File: config.mk
export PLATFORM = sky130hd
export DESIGN_NAME = keypad_debounce_decoder_top
export DESIGN_NICKNAME = d
export VERILOG_FILES = /design/src/kdd_pkg.sv /design/src/kdd_key_decode.sv /design/src/keypad_debounce_decoder_top.sv
export SDC_FILE = /design/constraint.sdc
export NUM_CORES = 1
export LEC_CHECK = 0
export BUFFER_PORTS_ARGS = -buffer_cell sky130_fd_sc_hd__buf_2
export CELL_PAD_IN_SITES_DETAIL_PLACEMENT = 0
export CELL_PAD_IN_SITES_GLOBAL_PLACEMENT = 1
export CORE_MARGIN = 2
export CORE_UTILIZATION = 30
export CTS_CLUSTER_SIZE = 14
export DETAILED_ROUTE_END_ITERATION = 7
export GPL_TIMING_DRIVEN = 0
export PLACE_DENSITY = 0.58
export REMOVE_ABC_BUFFERS = 1
export SYNTH_ARGS = -nofsm -noshare
export SYNTH_HDL_FRONTEND = slang
export SYNTH_SLANG_ARGS = --single-unit
File: constraint.sdc
create_clock -name clock -period 5 [get_ports clock]
set_input_delay 0.25 -clock clock [delete_from_list [all_inputs] [get_ports clock]]
set_output_delay 0.25 -clock clock [all_outputs]
set_load 0.1 [all_outputs]
File: src/kdd_pkg.sv
package kdd_pkg;

   localparam int unsigned KEY_COUNT = 12;
   localparam int unsigned ROW_WIDTH = 4;
   localparam int unsigned CHAR_WIDTH = 6;
   localparam int unsigned INDEX_WIDTH = 4;
   localparam int unsigned COUNT_WIDTH = 8;

   localparam logic [COUNT_WIDTH-1:0] THRESHOLD_RESET = 8'd5;
   localparam logic [COUNT_WIDTH-1:0] COUNT_MAX = 8'd255;

   typedef logic [KEY_COUNT-1:0] image_type;

   typedef struct packed {
      logic                   hit;
      logic [CHAR_WIDTH-1:0]  key_char;
      logic [INDEX_WIDTH-1:0] key_index;
   } key_result_type;

   // Low six bits of the ASCII code for each image bit position.
   function automatic logic [CHAR_WIDTH-1:0] key_char_of(input logic [INDEX_WIDTH-1:0] idx);
      logic [7:0] ascii;
      unique case (idx)
         4'd0:    ascii = 8'h33;
         4'd1:    ascii = 8'h36;
         4'd2:    ascii = 8'h39;
         4'd3:    ascii = 8'h23;
         4'd4:    ascii = 8'h32;
         4'd5:    ascii = 8'h35;
         4'd6:    ascii = 8'h38;
         4'd7:    ascii = 8'h30;
         4'd8:    ascii = 8'h31;
         4'd9:    ascii = 8'h34;
         4'd10:   ascii = 8'h37;
         4'd11:   ascii = 8'h2A;
         default: ascii = 8'h00;
      endcase
      return ascii[CHAR_WIDTH-1:0];
   endfunction

endpackage

File: src/kdd_key_decode.sv
module kdd_key_decode
   import kdd_pkg::*;
(
   input  image_type      image,
   output key_result_type result
);

   logic                   single;
   logic [INDEX_WIDTH-1:0] idx;

   assign single = (image != '0) && ((image & (image - image_type'(1))) == '0);

   always_comb begin
      idx = '0;
      for (int unsigned k = 0; k < KEY_COUNT; k++) begin
         if (image[k]) begin
            idx = idx | INDEX_WIDTH'(k);
         end
      end
   end

   assign result.hit       = single;
   assign result.key_index = idx;
   assign result.key_char  = key_char_of(idx);

endmodule

File: src/keypad_debounce_decoder_top.sv
// Debounced decoder for a 3x4 matrix keypad.
// Each beat on the req_ channel is one scan tick: the row readings taken
// while each of the three columns was driven, packed into a 12-bit image.
// An image that differs from the stable image counts up a change counter,
// which saturates at 255; a matching image clears it. Once the count
// exceeds the debounce threshold, the image becomes the new stable image,
// and if exactly one key is down a beat with the low six bits of its ASCII
// code and its bit index leaves on the rsp_ channel. Other ticks give no beat.
// The threshold is written through csr_wr_en and csr_wr_data; the user must
// write it only while idle, as the block itself does not enforce this.
// A beat taken sits in the input register and is processed from there into
// the output register, which drives rsp_. Throughput is one beat per cycle,
// set by the single input and output register pair, while rsp_ is not stalled.
// When the receiver stalls, the output register holds its beat; the input
// register still takes one more beat, and ticks that give no result pass
// through without waiting. Reset clears the stable image, the counter and
// both valid flags and sets the threshold to 5.
module keypad_debounce_decoder_top
   import kdd_pkg::*;
(
   input  logic        clock,
   input  logic        reset,
   input  logic        req_tvalid,
   output logic        req_tready,
   // Bits 3:0 rows_first_column, 7:4 rows_second_column, 11:8 rows_third_column.
   input  logic [15:0] req_tdata,
   output logic        rsp_tvalid,
   input  logic        rsp_tready,
   // Bits 5:0 key_char, 9:6 key_index.
   output logic [15:0] rsp_tdata,
   input  logic        csr_wr_en,
   input  logic [7:0]  csr_wr_data
);

   logic                   in_valid_ff;
   image_type              in_image_ff;
   logic                   out_valid_ff, out_valid_in;
   logic [CHAR_WIDTH-1:0]  out_char_ff;
   logic [INDEX_WIDTH-1:0] out_index_ff;
   image_type              stable_image_ff, stable_image_in;
   logic [COUNT_WIDTH-1:0] change_count_ff, change_count_in;
   logic [COUNT_WIDTH-1:0] threshold_ff;

   logic           differs;
   logic           take_image;
   logic           emit;
   logic           process;
   logic           out_free;
   key_result_type decoded;

   kdd_key_decode u_decode (
      .image  (in_image_ff),
      .result (decoded)
   );

   assign differs  = in_image_ff != stable_image_ff;
   assign out_free = !out_valid_ff || rsp_tready;

   always_comb begin
      change_count_in = '0;
      if (differs) begin
         change_count_in = (change_count_ff == COUNT_MAX) ? COUNT_MAX
                                                          : change_count_ff + 8'd1;
      end
   end

   assign take_image      = differs && (change_count_in > threshold_ff);
   assign stable_image_in = take_image ? in_image_ff : stable_image_ff;
   assign emit            = take_image && decoded.hit;
   assign process         = in_valid_ff && (out_free || !emit);
   assign req_tready      = !in_valid_ff || process;

   always_comb begin
      out_valid_in = out_valid_ff && !rsp_tready;
      if (process && emit) begin
         out_valid_in = 1'b1;
      end
   end

   always_ff @(posedge clock) begin
      if (reset) begin
         in_valid_ff     <= 1'b0;
         out_valid_ff    <= 1'b0;
         stable_image_ff <= '0;
         change_count_ff <= '0;
         threshold_ff    <= THRESHOLD_RESET;
      end else begin
         out_valid_ff <= out_valid_in;
         if (req_tready) begin
            in_valid_ff <= req_tvalid;
         end
         if (process) begin
            stable_image_ff <= stable_image_in;
            change_count_ff <= change_count_in;
         end
         if (csr_wr_en) begin
            threshold_ff <= csr_wr_data;
         end
      end
   end

   always_ff @(posedge clock) begin
      if (req_tready && req_tvalid) begin
         in_image_ff <= req_tdata[KEY_COUNT-1:0];
      end
      if (process && emit) begin
         out_char_ff  <= decoded.key_char;
         out_index_ff <= decoded.key_index;
      end
   end

   assign rsp_tvalid = out_valid_ff;
   assign rsp_tdata  = {6'b0, out_index_ff, out_char_ff};

`ifndef SYNTHESIS
   a_emit_onehot: assert property (@(posedge clock) disable iff (reset)
      process && emit |=> $onehot(stable_image_ff))
      else $error("emitted key but stable image is not a single key");

   a_match_clears: assert property (@(posedge clock) disable iff (reset)
      process && !differs |=> change_count_ff == '0)
      else $error("change counter not cleared on matching image");

   a_index_range: assert property (@(posedge clock) disable iff (reset)
      out_valid_ff |-> out_index_ff < INDEX_WIDTH'(KEY_COUNT))
      else $error("key index out of range");

   a_max_threshold: assert property (@(posedge clock) disable iff (reset)
      threshold_ff == COUNT_MAX |-> !take_image)
      else $error("image taken with maximum threshold");

   a_no_overwrite: assert property (@(posedge clock) disable iff (reset)
      out_valid_ff && !rsp_tready |-> !(process && emit))
      else $error("pending result overwritten");
`endif

endmodule
==> impl_metrics.py <==
metrics = {
    "synthesis": {
        "synth_ff_type": "dfxtp_1",
        "netlist_area_mm2": 0.00294,
        "ys_seq_elements": 52,
        "synth_warnings": 0,
        "yosysSeqAreaShare_pct": 42.9,
        "synth_area_leaders": "edfxtp_1 (22%), dfxtp_1 (20%), mux2i_1 (6.5%), ha_1 (5.5%), nand2_1 (5.0%)",
        "yosysTopAreaCellShare_pct": 22.4,
        "async_reset_ff_share_pct": 0,
        "synth_edf_count": 22,
        "synth_largest_area_cell": "edfxtp_1",
        "synth_area_per_cell_um2": 9.52,
        "ys_types": 51,
        "syn_inst": 309,
    },
    "global_routing": {
        "antenna_found_initial": 0,
        "grt_max_degree": 29,
        "globalRouteOverflowTotal": 0,
        "first_global_vias": 2060,
        "met3_usage_pct": 2.51,
        "grt_pass1_wl_mm": 10.3,
        "use_met1_pct": 17.3,
        "top_usage_layer": "met2",
        "grt_usage_pct": 12.4,
        "gr-usage-met2_pct": 19.6,
    },
    "setup_path": {
        "max_stage_delay_ps": 530,
        "cp_slowest_cell": "edfxtp_1",
        "startpoint_type": "register",
        "crit_fanout": 11,
        "endpoint_kind": "primary output",
        "worstPathRequired_ps": 4750,
        "crit_chain": "xnor2_1, nand4_1, nor3_4, a21oi_1, ha_1, and2_1, o21ai_0, nor4bb_1, nor3_4, nand4_1, or2_2, buf_2",
        "arrival_ps": 4120,
        "crit_type": "register to primary output",
    },
    "sta": {
        "worst_slack_ps": 626,
        "fin_crit_sh_pct": 87.5,
        "clock_skew_ps": 5.15,
        "period_needed_ps": 4370,
        "tns_ps": 0,
        "rsz0062_at_grt": "false",
        "hold_viol_final": 0,
        "holdWs_ps": 108,
        "relSlewSlack_pct": 33.6,
        "worst_pin_slew_ps": 987,
        "slew_viol_final": 0,
        "timing.fmax_mhz": 229,
        "final-setup-viol-count": 0,
    },
    "route": {
        "antenna_violating_nets_post_route": 0,
        "drc": 0,
        "vias_per_cell": 4.78,
        "drtIter0Drc": 86,
        "dr.pass1.iters": 4,
        "avgRoutedWirePerCell_um": 13.2,
        "dr_total_vias": 2244,
        "totalWireLength_mm": 6.18,
    },
    "clock_tree": {
        "clockRootBuffer": "clkbuf_8",
        "clock_path_buffers": 2,
        "cts_tree": "yes",
        "ctsHoldBuffers": 0,
        "clk_pin_slew_ps": 100,
        "cts_setup_buffers": 0,
        "cts.sinks": 52,
        "clock_latency_ps": 310,
        "cts_inserted_buffers": 5,
        "h-tree-depth": 2,
    },
    "run_status": {
        "status": "completed",
    },
    "placed_design": {
        "dp_hpwl_mm": 4.36,
        "postPlaceCellArea_mm2": 0.00319,
        "place_ws_ps": -60.2,
        "portBuffers": 36,
        "gp_congestion": 0.806,
    },
    "run": {
        "drv_cap": 0,
    },
    "die": {
        "die-area_mm2": 0.0106,
        "start_util_pct": 30.5,
        "coreArea_mm2": 0.00964,
        "die_h_um": 103,
        "die_w_um": 103,
        "ios": 47,
        "core.rowCount": 36,
    },
    "layout": {
        "area_growth_pct": 11.8,
        "fin_util_pct": 34.1,
        "mostFrequentLayoutCell": "nand2_1",
        "nets": 377,
        "antenna_cells": 0,
        "drive_gt1_share_pct": 16.1,
        "stdcell_area_mm2": 0.00329,
        "mostFrequentLayoutCells": "nand2_1 (39), buf_2 (36), dfxtp_1 (30), edfxtp_1 (22), mux2i_1 (19)",
    },
    "power": {
        "ir_drop_mv": 0.0957,
        "total_leakage_power_nw": 1.17,
        "power.density_mw_per_mm2": 258,
    },
    "hold_path": {
        "hp-class": "input port to register",
    },
}
==> logic make-up (layout without fill, tap and decap cells) <==
| kind of cell | Yosys count | after routing | share of synthesized area, % |
|---|---|---|---|
| DFF | 52 | 52 | 42.9 |
| AOI/OAI and AO/OA | 54 | 54 | 12.5 |
| other | 1 | 6 | 0.127 |
| muxes | 19 | 19 | 6.46 |
| adders and majority gates | 13 | 13 | 5.53 |
| and+or+nand+nor | 120 | 120 | 22.0 |
| xor gates and xnor gates | 16 | 16 | 4.76 |
| buffers and inverters | 34 | 56 | 5.70 |
==> per-stage QoR <==
stage               power, mW  std cells
finish                  0.849        469
global route            0.901        469
detailed placement      0.611        461
CTS                     0.866        469
global placement        0.609        461
floorplan               0.573        292
==> critical path, delay by kind of cell, from the launching register on <==
family / cells / cell delay, ps
DFF: 1 / 530
buffers and inverters: 1 / 290
and+or+nand+nor: 7 / 2150
xor gates and xnor gates: 1 / 200
AOI/OAI and AO/OA: 2 / 290
adders and majority gates: 1 / 340
==> registers in the layout, summed over array words and instances (netlist names) <==
| name | cells |
|---|---|
| rsp_tvalid | 1 |
| out_char_ff | 6 |
| out_index_ff | 4 |
| change_count_ff | 8 |
| threshold_ff | 8 |
| stable_image_ff | 12 |
| in_valid_ff | 1 |
| in_image_ff | 12 |
==> path summary, 6_finish.rpt <==
check	end	slack (ps)	start	cells after the start
max	req_tready	630	in_image_ff[9]	12
max reg2reg	out_char_ff[4]	790	in_image_ff[9]	11
min	in_image_ff[5]	110	req_tdata[5]	1
min reg2reg	stable_image_ff[8]	480	stable_image_ff[8]	2
==> cells in the mapped netlist, types with 2 or more instances <==
master / n
dfxtp_1: 30
xnor2_1: 14
o32ai_1: 2
buf_6: 2
a22o_1: 2
mux2i_1: 19
or3_1: 4
nand3_1: 3
o21ai_0: 7
nand2_1: 39
nor3_1: 3
a211oi_1: 4
or4_1: 4
nor2b_1: 13
ha_1: 13
nor4_1: 3
edfxtp_1: 22
clkbuf_1: 11
o211ai_1: 8
and2_1: 2
xor2_1: 2
nor3_2: 2
a311oi_1: 2
buf_4: 6
o31ai_1: 2
buf_2: 2
nor3b_1: 7
nand2b_1: 4
nand4_1: 13
nor2_1: 14
a21oi_1: 12
inv_1: 11
a31oi_1: 9
==> timing repair <==
item / in CTS / in global routing
endpoints found under the hold margin: 0 / 0
endpoints found under the setup margin: 11 / 11
resized for setup: 1 / 2
==> final cells by class <==
type                            instances  area [um2]
Fill cell                            1025        6350
Clock buffer                            6        72.6
Clock inverter                          2        13.8
Multi-Input combinational cell        228        1550
Sequential cell                        52        1260
Tap cell                              133         166
Inverter                               12        45.0
Timing Repair Buffer                   36         180
==> where the power goes <==
| part | total (mW) | switching (mW) | internal, mW |
|---|---|---|---|
| clock network | 0.247 | 0.147 | 0.0998 |
| registers | 0.483 | 0.0238 | 0.459 |
| logic | 0.119 | 0.0744 | 0.0450 |
==> layer usage <==
metal | vias to the layer above | wire [um]
met5 | - | 0
met4 | 0 | 90
met3 | 8 | 253
met2 | 58 | 2690
met1 | 1015 | 3140
li1 | 1163 | -
Power figures use the tool's default switching activity.
